`config.mk`:
```
export PLATFORM = sky130hd
export DESIGN_NAME = lru_key_value_cache
export DESIGN_NICKNAME = d
export VERILOG_FILES = /design/src/rtl/lkv_pkg.sv /design/src/rtl/lru_key_value_cache.sv /design/src/rtl/lkv_cell.sv
export SDC_FILE = /design/constraint.sdc
export NUM_CORES = 2
export LEC_CHECK = 0
export ABC_AREA = 1
export BUFFER_PORTS_ARGS = -buffer_cell sky130_fd_sc_hd__buf_2
export CORE_MARGIN = 4
export CORE_UTILIZATION = 65
export DETAILED_ROUTE_END_ITERATION = 8
export PLACE_DENSITY = 0.81
export SKIP_CTS_REPAIR_TIMING = 1
export SLEW_MARGIN = 20
export SYNTH_ARGS = -nofsm -noshare
export SYNTH_HDL_FRONTEND = slang
export SYNTH_SLANG_ARGS = --single-unit
```
`constraint.sdc`:
```
create_clock -name clk -period 16.4 [get_ports clk]
set_clock_uncertainty 0.15 [all_clocks]
set_input_delay 0.82 -clock clk [delete_from_list [all_inputs] [get_ports clk]]
set_output_delay 0.82 -clock clk [all_outputs]
set_load 0.02 [all_outputs]
```
`src/rtl/lkv_pkg.sv`:
```
package lkv_pkg;

  localparam int DEPTH_DEF = 16;
  localparam int CAP_RESET = 16;
  localparam int OP_W      = 2;
  localparam int KEY_W     = 32;
  localparam int VAL_W     = 32;
  localparam int CAP_W     = 5;
  localparam int OCC_W     = 5;

  typedef enum logic [OP_W-1:0] {
    OP_GET   = 2'd0,
    OP_PUT   = 2'd1,
    OP_ERASE = 2'd2
  } op_t;

  // What every cell does in the update cycle.
  typedef enum logic [1:0] {
    CELL_HOLD,
    CELL_TOUCH,
    CELL_REMOVE,
    CELL_INSERT
  } cell_op_t;

  typedef struct packed {
    logic             match;
    cell_op_t         op;
    logic             write_val;
    logic             do_evict;
    logic [KEY_W-1:0] key;
    logic [VAL_W-1:0] value;
  } cell_cmd_t;

endpackage

```
`src/rtl/lru_key_value_cache.sv`:
```
// Channel  Ports                                          Handshake
// request  in_operation, in_key, in_value                 start & !busy
// result   out_found, out_read_value, out_occupancy       out_valid, one cycle
// config   cfg_capacity                                   cfg_valid & cfg_ready
//
// A request is latched, then each cell compares its key, then the row is updated.
// The result strobe comes in the cycle after the update, and a new start is
// taken in that same cycle, so requests never overlap.
// Reset (rst_n low, synchronous) empties the store and sets capacity to 16.
// The receiver cannot stall; each result is shown for exactly one cycle.
module lru_key_value_cache #(
  parameter int DEPTH = lkv_pkg::DEPTH_DEF
) (
  input  logic                             clk,
  input  logic                             rst_n,
  input  logic                             start,
  output logic                             busy,
  input  logic [lkv_pkg::OP_W-1:0]         in_operation,
  input  logic signed [lkv_pkg::KEY_W-1:0] in_key,
  input  logic signed [lkv_pkg::VAL_W-1:0] in_value,
  output logic                             out_valid,
  output logic                             out_found,
  output logic signed [lkv_pkg::VAL_W-1:0] out_read_value,
  output logic [lkv_pkg::OCC_W-1:0]        out_occupancy,
  input  logic                             cfg_valid,
  output logic                             cfg_ready,
  input  logic [lkv_pkg::CAP_W-1:0]        cfg_capacity
);
  import lkv_pkg::*;

  localparam int RANK_W = (DEPTH > 1) ? $clog2(DEPTH) : 1;
  localparam int CNT_W  = $clog2(DEPTH + 1);
  localparam int CMP_W  = (CNT_W > CAP_W) ? CNT_W : CAP_W;

  typedef enum logic [1:0] {S_IDLE, S_MATCH, S_APPLY} state_t;

  state_t            state_r;
  logic [OP_W-1:0]   op_r;
  logic [KEY_W-1:0]  key_r;
  logic [VAL_W-1:0]  val_r;
  logic [CAP_W-1:0]  cap_r;
  logic [CNT_W-1:0]  live_r, live_nxt;
  logic              out_valid_r;
  logic              out_found_r, out_found_nxt;
  logic [VAL_W-1:0]  out_value_r, out_value_nxt;

  cell_cmd_t         cmd;
  logic [RANK_W-1:0] lru_rank;
  logic [RANK_W-1:0] hit_rank;
  logic [VAL_W-1:0]  hit_value;
  logic              any_hit;
  logic [CMP_W-1:0]  cap_eff;
  logic [CMP_W-1:0]  live_ext;

  logic              cell_hit   [DEPTH];
  logic [RANK_W-1:0] cell_rank  [DEPTH];
  logic [VAL_W-1:0]  cell_value [DEPTH];
  logic [DEPTH-1:0]  taken;

  assign busy      = (state_r != S_IDLE);
  assign cfg_ready = !busy;

  assign out_valid      = out_valid_r;
  assign out_found      = out_found_r;
  assign out_read_value = out_value_r;
  assign out_occupancy  = OCC_W'(live_r);

  assign lru_rank = RANK_W'(live_r - 1'b1);
  assign live_ext = CMP_W'(live_r);
  assign cap_eff  = (CMP_W'(cap_r) > CMP_W'(DEPTH)) ? CMP_W'(DEPTH) : CMP_W'(cap_r);
  assign taken[0] = 1'b0;

  // Keys are unique among live entries, so at most one cell hits.
  always_comb begin
    any_hit   = 1'b0;
    hit_rank  = '0;
    hit_value = '0;
    for (int i = 0; i < DEPTH; i++) begin
      any_hit   = any_hit | cell_hit[i];
      hit_rank  = hit_rank | ({RANK_W{cell_hit[i]}} & cell_rank[i]);
      hit_value = hit_value | ({VAL_W{cell_hit[i]}} & cell_value[i]);
    end
  end

  always_comb begin
    cmd           = '0;
    cmd.op        = CELL_HOLD;
    cmd.key       = key_r;
    cmd.value     = val_r;
    live_nxt      = live_r;
    out_found_nxt = 1'b0;
    out_value_nxt = '0;
    if (state_r == S_MATCH) begin
      cmd.match = 1'b1;
    end else if (state_r == S_APPLY) begin
      unique case (op_r)
        OP_GET: begin
          if (any_hit) begin
            cmd.op        = CELL_TOUCH;
            out_found_nxt = 1'b1;
            out_value_nxt = hit_value;
          end
        end
        OP_PUT: begin
          if (cap_eff != '0) begin
            if (any_hit) begin
              cmd.op        = CELL_TOUCH;
              cmd.write_val = 1'b1;
            end else begin
              cmd.op       = CELL_INSERT;
              cmd.do_evict = (live_ext >= cap_eff);
              if (!cmd.do_evict) live_nxt = live_r + 1'b1;
            end
          end
        end
        OP_ERASE: begin
          if (any_hit) begin
            cmd.op        = CELL_REMOVE;
            out_found_nxt = 1'b1;
            live_nxt      = live_r - 1'b1;
          end
        end
        default: ;
      endcase
    end
  end

  for (genvar i = 0; i < DEPTH; i++) begin : g_cell
    if (i == DEPTH - 1) begin : g_last
      lkv_cell #(.RANK_W(RANK_W)) u_cell (
        .clk      (clk),
        .rst_n    (rst_n),
        .cmd      (cmd),
        .ref_rank (hit_rank),
        .lru_rank (lru_rank),
        .taken_in (taken[i]),
        .taken_out(),
        .hit      (cell_hit[i]),
        .rank     (cell_rank[i]),
        .value    (cell_value[i])
      );
    end else begin : g_mid
      lkv_cell #(.RANK_W(RANK_W)) u_cell (
        .clk      (clk),
        .rst_n    (rst_n),
        .cmd      (cmd),
        .ref_rank (hit_rank),
        .lru_rank (lru_rank),
        .taken_in (taken[i]),
        .taken_out(taken[i+1]),
        .hit      (cell_hit[i]),
        .rank     (cell_rank[i]),
        .value    (cell_value[i])
      );
    end
  end

  always_ff @(posedge clk) begin
    if (!rst_n) begin
      state_r     <= S_IDLE;
      cap_r       <= CAP_W'(CAP_RESET);
      live_r      <= '0;
      out_valid_r <= 1'b0;
    end else begin
      out_valid_r <= 1'b0;
      if (cfg_valid && cfg_ready) cap_r <= cfg_capacity;
      unique case (state_r)
        S_IDLE: begin
          if (start) state_r <= S_MATCH;
        end
        S_MATCH: state_r <= S_APPLY;
        S_APPLY: begin
          state_r     <= S_IDLE;
          live_r      <= live_nxt;
          out_valid_r <= 1'b1;
        end
        default: state_r <= S_IDLE;
      endcase
    end
    if (state_r == S_IDLE && start) begin
      op_r  <= in_operation;
      key_r <= in_key;
      val_r <= in_value;
    end
    if (state_r == S_APPLY) begin
      out_found_r <= out_found_nxt;
      out_value_r <= out_value_nxt;
    end
  end

endmodule

```
`src/rtl/lkv_cell.sv`:
```
module lkv_cell #(
  parameter int RANK_W = 4
) (
  input  logic                    clk,
  input  logic                    rst_n,
  input  lkv_pkg::cell_cmd_t      cmd,
  input  logic [RANK_W-1:0]       ref_rank,
  input  logic [RANK_W-1:0]       lru_rank,
  input  logic                    taken_in,
  output logic                    taken_out,
  output logic                    hit,
  output logic [RANK_W-1:0]       rank,
  output logic [lkv_pkg::VAL_W-1:0] value
);
  import lkv_pkg::*;

  logic              valid_r, valid_nxt;
  logic              hit_r;
  logic              evict_r;
  logic [KEY_W-1:0]  key_r, key_nxt;
  logic [VAL_W-1:0]  val_r, val_nxt;
  logic [RANK_W-1:0] rank_r, rank_nxt;
  logic              free;
  logic              chosen;

  // A slot is free if empty or being evicted; the first free one down the row takes the insert.
  assign free      = !valid_r || (cmd.do_evict && evict_r);
  assign chosen    = free && !taken_in;
  assign taken_out = taken_in || free;

  assign hit   = hit_r;
  assign rank  = rank_r;
  assign value = val_r;

  always_comb begin
    valid_nxt = valid_r;
    key_nxt   = key_r;
    val_nxt   = val_r;
    rank_nxt  = rank_r;
    unique case (cmd.op)
      CELL_TOUCH: begin
        if (hit_r) begin
          rank_nxt = '0;
          if (cmd.write_val) val_nxt = cmd.value;
        end else if (valid_r && rank_r < ref_rank) begin
          rank_nxt = rank_r + 1'b1;
        end
      end
      CELL_REMOVE: begin
        if (hit_r) begin
          valid_nxt = 1'b0;
        end else if (valid_r && rank_r > ref_rank) begin
          rank_nxt = rank_r - 1'b1;
        end
      end
      CELL_INSERT: begin
        if (chosen) begin
          valid_nxt = 1'b1;
          key_nxt   = cmd.key;
          val_nxt   = cmd.value;
          rank_nxt  = '0;
        end else if (free) begin
          valid_nxt = 1'b0;
        end else begin
          rank_nxt = rank_r + 1'b1;
        end
      end
      CELL_HOLD: ;
      default: ;
    endcase
  end

  always_ff @(posedge clk) begin
    if (!rst_n) begin
      valid_r <= 1'b0;
      hit_r   <= 1'b0;
      evict_r <= 1'b0;
    end else begin
      valid_r <= valid_nxt;
      if (cmd.match) begin
        hit_r   <= valid_r && (key_r == cmd.key);
        evict_r <= valid_r && (rank_r == lru_rank);
      end
    end
    key_r  <= key_nxt;
    val_r  <= val_nxt;
    rank_r <= rank_nxt;
  end

endmodule

```
After elaboration in Yosys (flattened, before gate mapping)
Cells that the tools add are included.
Storage, ports and cells
  bits in registers: 1248
  output and inout port bits: 41
  word-level logic and storage cells: 903
  bits of input ports: 75
Cells by class
  add/sub/neg operators: 34
  muxes and demuxes: 243
  reductions and logical operators: 235
  bitwise gates (word level): 81
  equality and inequality tests: 171
  order comparisons: 34
Operators with widths (count)
  32-bit 2-to-1 mux: 33
  32-bit case mux with 2 select lines: 16
  32-bit bitwise AND: 16
  32-bit equality test: 16
  32-bit OR: 15
  4-bit 2-to-1 mux: 98
  4-bit case mux with 3 select lines: 16
  2-bit by 1-bit inequality test with 1-bit output (second input constant): 64
  1-bit logical AND: 97
  3-bit by 1-bit inequality test with 1-bit output (second input constant): 31
  5-bit AND reduction: 15
  4-bit AND reduction: 17
  4-bit by 1-bit adder with 4-bit output (second input constant): 16
  4-bit bitwise AND: 16
  4-bit equality test: 16
  4-bit greater-than comparator: 16
  4-bit < comparator: 16
  4-bit by 1-bit subtractor with 4-bit output (second input constant): 16
  4-bit OR: 15
  1-bit 2-to-1 mux: 52
  3-bit AND reduction: 16
  3-bit inequality test (second input constant): 15
  2-bit inequality test (second input constant): 22
  1-bit logical NOT: 32
  other kinds (23): 116

Logic depth before layout (Yosys ltp)
  word-level depth: 40
  gate-level depth with buffers: 23
  depth with buffers taken out: 23

Modules after synthesis
From an unflattened synthesis, not the netlist that was laid out.
Second synthesis, totals
  cells, all modules: 5420
  area total of the unflattened synthesis: 58036.9 sq um
By module, submodules not included
  lkv_cell at g_cell[0].g_mid.u_cell ...: cells an instance 279, area each 3140.5 sq um, seq. area each 2102.0 sq um, instances 11
  lkv_cell at g_cell[6].g_mid.u_cell ...: cells an instance 276, area each 3105.5 sq um, seq. area each 2102.0 sq um, instances 4
  lru_key_value_cache: cells an instance 968, area each 7952.6 sq um, seq. area each 3233.1 sq um, instances 1
  lkv_cell at g_cell[5].g_mid.u_cell: cells an instance 279, area each 3116.7 sq um, seq. area each 2102.0 sq um, instances 1

Worst setup path before layout
No wires, ideal clock.
  kind: register to register
  from: register state_r[1]
  to: register g_cell[6].g_mid.u_cell.key_r[0], enable pin
  setup time: 0.508 ns
  period minus slack after synthesis: 6.281 ns
  cell stages (with the launch flop): 10
  required time: 15.742 ns
  arrival time: 5.623 ns
  buffers on the path: 1
  slack: 10.119 ns
  path through: dfxtp_1 inv_1 nor2_2 nand3_1 nor2_4 nand2_1 buf_2 o21ai_1 inv_1 nor4_1
On the way
  longest elaborated chain between the ends: 13
  elaborated cells on any way between the ends: 27
  classes of those cells: eq/ne: 3; mux: 2; reduce/logical: 22
Ends and longest elaborated chain
  start: declaration: RTL line lru_key_value_cache.sv:37  | state_t state_r;
  start signal: assignment: RTL line lru_key_value_cache.sv:160  | state_r <= S_IDLE;
  start signal: assignment: RTL line lru_key_value_cache.sv:169  | if (start) state_r <= S_MATCH;
  start signal: assignment: RTL line lru_key_value_cache.sv:171  | S_MATCH: state_r <= S_APPLY;
  2-bit equality test: RTL line lru_key_value_cache.sv:95  | end else if (state_r == S_APPLY) begin
  4-bit 2-to-1 mux: RTL line lru_key_value_cache.sv:95
  4-bit 2-to-1 mux (*): RTL line lru_key_value_cache.sv:93  | if (state_r == S_MATCH) begin
  1-bit logical AND: RTL line lkv_cell.sv:27  | assign free = !valid_r || (cmd.do_evict && evict_r);
  1-bit logical OR: RTL line lkv_cell.sv:27
  1-bit logical OR (5 in series): RTL line lkv_cell.sv:29  | assign taken_out = taken_in || free;
  1-bit logical NOT: RTL line lkv_cell.sv:28  | assign chosen = free && !taken_in;
  1-bit logical AND: RTL line lkv_cell.sv:28
  2-bit AND reduction (no line) (*)
  end signal: assignment: RTL line lkv_cell.sv:85  | key_r <= key_nxt;
  end: declaration: RTL line lkv_cell.sv:20  | logic [KEY_W-1:0] key_r, key_nxt;
Mark *: on every way between the ends. The rest lies on a longest branch, timed or not.
A chain may end at the register's enable or synchronous reset.

Worst setup path in the final report
  from: register g_cell[2].g_mid.u_cell.hit_r
  to: register g_cell[15].g_last.u_cell.val_r[10], enable pin
On the way
  longest elaborated chain between the ends: 39
  elaborated cells on any way between the ends: 79
  classes of those cells: eq/ne: 5; mux: 10; bitwise: 14; reduce/logical: 50
Ends and longest elaborated chain
  start: declaration: RTL line lkv_cell.sv:18  | logic hit_r;
  start signal: assignment: RTL line lkv_cell.sv:81  | hit_r <= valid_r && (key_r == cmd.key);
  1-bit OR (*) (14 in series): RTL line lru_key_value_cache.sv:79  | any_hit = any_hit | cell_hit[i];
  1-bit 2-to-1 mux: RTL line lru_key_value_cache.sv:106  | if (any_hit) begin
  4-bit 2-to-1 mux: RTL line lru_key_value_cache.sv:105  | if (cap_eff != '0) begin
  2-bit 2-to-1 mux: RTL line lru_key_value_cache.sv:96  | unique case (op_r)
  4-bit 2-to-1 mux (*): RTL line lru_key_value_cache.sv:95
  4-bit 2-to-1 mux (*): RTL line lru_key_value_cache.sv:93
  1-bit logical AND: RTL line lkv_cell.sv:27
  1-bit logical OR: RTL line lkv_cell.sv:27
  1-bit logical OR (14 in series): RTL line lkv_cell.sv:29
  1-bit logical NOT: RTL line lkv_cell.sv:28
  1-bit logical AND: RTL line lkv_cell.sv:28
  2-bit by 1-bit inequality test with 1-bit output (no line)
  4-bit AND reduction (no line) (*)
  end signal: assignment: RTL line lkv_cell.sv:86  | val_r <= val_nxt;
  end: declaration: RTL line lkv_cell.sv:21  | logic [VAL_W-1:0] val_r, val_nxt;
Marked as above.

==> Flow_metrics.wiki <==
{| class="wikitable"
! Metric !! Value
|-
| Worst hold path type || in -> reg
|-
| Data required time at the worst endpoint || 16.55 ns
|-
| Net Count, Synth || 4146
|-
| Chip Width || 295 microns
|-
| Highest clock rate || 0.189 GHz
|-
| Category of the critical setup timing path || reg -> reg
|-
| Standard-cell row count || 105
|-
| Hold Path Sink || key_r[10]
|-
| Biggest area contributors in the synthesized netlist || sky130_fd_sc_hd__edfxtp_1 66%, sky130_fd_sc_hd__xnor2_1 4.4%, sky130_fd_sc_hd__nand2_1 3.3%
|-
| Compound-Gate Fraction of Synth Area || 7.87%
|-
| Total wirelength of the detailed-routed design || 146 mm
|-
| YS warnings || 0
|-
| Most common flop cell mapped by yosys || sky130_fd_sc_hd__edfxtp_1
|-
| Slowest cell on crit path || sky130_fd_sc_hd__dfxtp_2
|-
| Post-CTS clock slew at the launch and capture registers of the worst setup and hold paths || 0.06 ns
|-
| Capturing element type of the critical path || flop
|-
| Synthesized-area fraction occupied by and/or/nand/nor cells || 10.3%
|-
| Maximum number of pins on one net before global-route repair || 55
|-
| Final period demand of the worst path || 5.29 ns
|-
| Per-cell routed wire length || 27.7 microns
|-
| Worst Tran Pin Value || 1.20 ns
|-
| Ratio of final minimum period to clock period || 32.3%
|-
| Count of mapped cells out of synthesis || 3964
|-
| Number of levels in the clock H-tree || 3
|-
| Power density of the placed cells || 110 mW/mm^2
|-
| Data arrival time of the worst path || 5.44 ns
|-
| Area taken by flip-flops and latches || 0.0369 sq mm
|-
| Via count || 35.2k
|-
| Xor/xnor share of the synthesized area || 7.65%
|-
| Commonest cells after routing, fill and taps aside || 1187 x sky130_fd_sc_hd__edfxtp_1, 465 x sky130_fd_sc_hd__nand2_1, 269 x sky130_fd_sc_hd__xnor2_1, 215 x sky130_fd_sc_hd__inv_1, 198 x sky130_fd_sc_hd__xor2_1
|-
| Number of distinct library cells after synthesis || 53
|-
| Initial core utilization || 65.4%
|-
| Area used by multi-input combinational logic || 0.0154 sq mm
|-
| Share of flip-flops with an asynchronous set or reset after synthesis || 0%
|-
| Worst reg2reg path endpoint || g_cell[15].g_last.u_cell.value[10]
|-
| Max-cap violations || 0
|-
| FF-to-FF path depth || 15
|-
| Leftover overflow at the end of global routing || 0
|-
| Average cell area after synthesis || 13.5 sq um
|-
| Number of buffer and inverter instances along the worst setup path || 0
|-
| Max incr delay on CP || 1.12 ns
|-
| Clock tree buffer depth || 3
|-
| Core Area || 0.0820 sq mm
|-
| Number of nets with antenna violations after detailed routing || 0
|-
| Library cell occupying the most area in the post-synthesis netlist || sky130_fd_sc_hd__edfxtp_1
|-
| Most common cell after layout, fill and taps aside || sky130_fd_sc_hd__edfxtp_1
|-
| Height of the die || 295 microns
|-
| Hold Path Origin || in_key[10]
|-
| Total Neg Setup Slack || 0 ns
|-
| Ordered list of cells on the worst path || nor2_1, nand2_1, nor2_1, nand2_2, nor2_4, nand2_1, o21ai_0, nor2_4, nand4_2, nor2_2, nand3_2, nor2_4, nand3_2, nand2_1, and3_2
|-
| Layout Area Growth over Synthesis || 11.8%
|-
| Number of enable-type register cells in the synthesized netlist || 1187
|-
| Total CTS buffers || 119
|-
| Drt first-iter violations || 4614
|-
| Core Util, Final || 73.1%
|-
| First-pass GRT wire length || 216 mm
|-
| DRC errors left || 0
|-
| Number of global-route vias before repair || 34.7k
|-
| Die Footprint || 0.0871 sq mm
|-
| Portion of synthesized cell area occupied by the leading cell type || 66.5%
|-
| Final design instance area without fill || 0.0600 sq mm
|-
| Number of antenna violations at the first check in global routing || 2
|-
| Count of boundary I/O pins || 116
|-
| Worst R2R Setup Slack || 11.11 ns
|-
| Total of flip-flops plus latches after synthesis || 1248
|-
| GP Congestion || 0.945
|-
| Number of vias per cell || 6.64
|-
| Setup repair after global routing missed its margin || false
|-
| Share of synthesized area occupied by flip-flops and latches || 68.8%
|-
| Crit path launch type || flop
|-
| Number of nets in the finished design || 4300
|-
| Cell depth of the worst hold path || 1
|-
| DP Wirelength || 84.8 mm
|-
| Total Routing Usage GR || 33.3%
|-
| Post-synth design cell area || 0.0536 sq mm
|-
| Kind of cell with the highest combined delay on the critical path || simple AND/OR/NAND/NOR gates
|-
| Buffers on Ports || 115
|-
| CTS Root Buffer Type || sky130_fd_sc_hd__clkbuf_16
|-
| Area of placed instances || 0.0558 sq mm
|-
| Fin. Hold Viols || 0
|-
| Mux contribution to synthesized area || 0%
|-
| Worst slew margin relative to its limit || 19.7%
|-
| Fill cell total of the finished layout || 4942
|-
| Number of setup violations in the final report || 0
|-
| IR drop worst, VDD || 0.000111 V
|-
| Number of sinks on the clock net || 1248
|-
| Adder-cell area share of the yosys netlist || 2.50%
|-
| Fraction of final layout cells with drive strength greater than 1 || 13.8%
|-
| Worst reg2reg startpoint || g_cell[2].g_mid.u_cell.hit
|-
| Final Max Slew Viols || 0
|-
| Detailed-routing iteration count for the pre-antenna-repair pass || 6
|-
| Clock tree from TritonCTS || yes
|-
| Crit path max fanout || 38
|-
| Latest clock arrival within the worst-skew pair || 0.70 ns
|-
| Static leakage || 0.0201 uW
|-
| Outcome || completed
|-
| Largest family of logic cells by synthesized area || simple AND/OR/NAND/NOR gates
|}
[how the worst max path moves through the flow]
stage,start,to,slack [ns],cells after the start
after global routing,out_occupancy[0],g_cell[15].g_last.u_cell.value[10],10.86,17
after global placement,g_cell[14].g_mid.u_cell.hit,g_cell[15].g_last.u_cell.value[14],11.30,15
after CTS,out_occupancy[0],g_cell[15].g_last.u_cell.value[10],11.18,17
final,g_cell[2].g_mid.u_cell.hit,g_cell[15].g_last.u_cell.value[10],11.11,15
after floorplan,state_r[1],g_cell[6].g_mid.u_cell.key_r[0],10.12,9
after detailed placement,out_occupancy[0],g_cell[15].g_last.u_cell.value[16],11.16,17
[synthesized netlist by cell type (79+ instances only)]
master / count
sky130_fd_sc_hd__edfxtp_1: 1187
sky130_fd_sc_hd__nand2_1: 465
sky130_fd_sc_hd__xnor2_1: 269
sky130_fd_sc_hd__inv_1: 215
sky130_fd_sc_hd__xor2_1: 199
sky130_fd_sc_hd__nand3_1: 198
sky130_fd_sc_hd__clkbuf_1: 145
sky130_fd_sc_hd__nor2_1: 132
sky130_fd_sc_hd__a221oi_1: 130
sky130_fd_sc_hd__ha_1: 107
sky130_fd_sc_hd__a21oi_1: 100
sky130_fd_sc_hd__nand4_1: 94
sky130_fd_sc_hd__or2_2: 92
sky130_fd_sc_hd__a22o_1: 84
sky130_fd_sc_hd__o21ai_0: 79
[cells by family (layout without fill, tap and decap cells)]
kind of cell,after synthesis,in the layout
compound gates,577,577
xor+xnor,468,468
fa+ha+maj,107,107
buf+inv,410,666
flops,1248,1248
other cells,0,1
simple gates,1154,1154
[where the power goes]
| part | internal (uW) | switching (uW) |
|---|---|---|
| clock | 1640 | 1190 |
| combinational | 71.9 | 172 |
| sequential | 3510 | 27.3 |
| total | 5220 | 1390 |
[stage by stage]
stage | setup slack (ns) | std cells | hold slack [ns] | power (uW)
after floorplan | 10.12 | 3964 | 0.295 | 3740
after global placement | 11.30 | 5062 | 0.303 | 3830
after detailed placement | 11.16 | 5063 | 0.307 | 3840
after CTS | 11.18 | 5286 | 0.102 | 6620
after global routing | 10.86 | 5290 | 0.108 | 6790
final | 11.11 | 5291 | 0.140 | 6610
[state kept, by name (all words and copies together) (netlist names)]
signal                        cells
g_cell.g_last.u_cell.key_r       32
out_found                         1
op_r                              2
val_r                            32
g_cell.g_last.u_cell.hit          1
g_cell.g_mid.u_cell.valid_r      15
g_cell.g_mid.u_cell.value       480
out_valid                         1
state_r                           2
g_cell.g_last.u_cell.value       32
cap_r                             5
g_cell.g_last.u_cell.evict_r      1
out_read_value                   32
g_cell.g_last.u_cell.valid_r      1
out_occupancy                     5
g_cell.g_mid.u_cell.rank         60
key_r                            32
g_cell.g_last.u_cell.rank         4
g_cell.g_mid.u_cell.evict_r      15
g_cell.g_mid.u_cell.hit          15
g_cell.g_mid.u_cell.key_r       480
[final cells by class]
cell class | count | share of cell area [%]
repair buffers | 215 | 2.30
diodes | 1 | 0.00417
inverters | 228 | 1.43
flip-flops and latches | 1248 | 61.5
well taps | 1070 | 2.23
clock buffers | 140 | 5.11
multi-input cells | 2306 | 25.7
clock inverters | 83 | 1.65
[routing by layer]
metal,GRT usage (%),share of wire [%]
met5,0,0
met4,14.9,5.0
met3,8.08,13
met2,50.4,45
met1,46.8,37
Power figures use the tool's default switching activity.
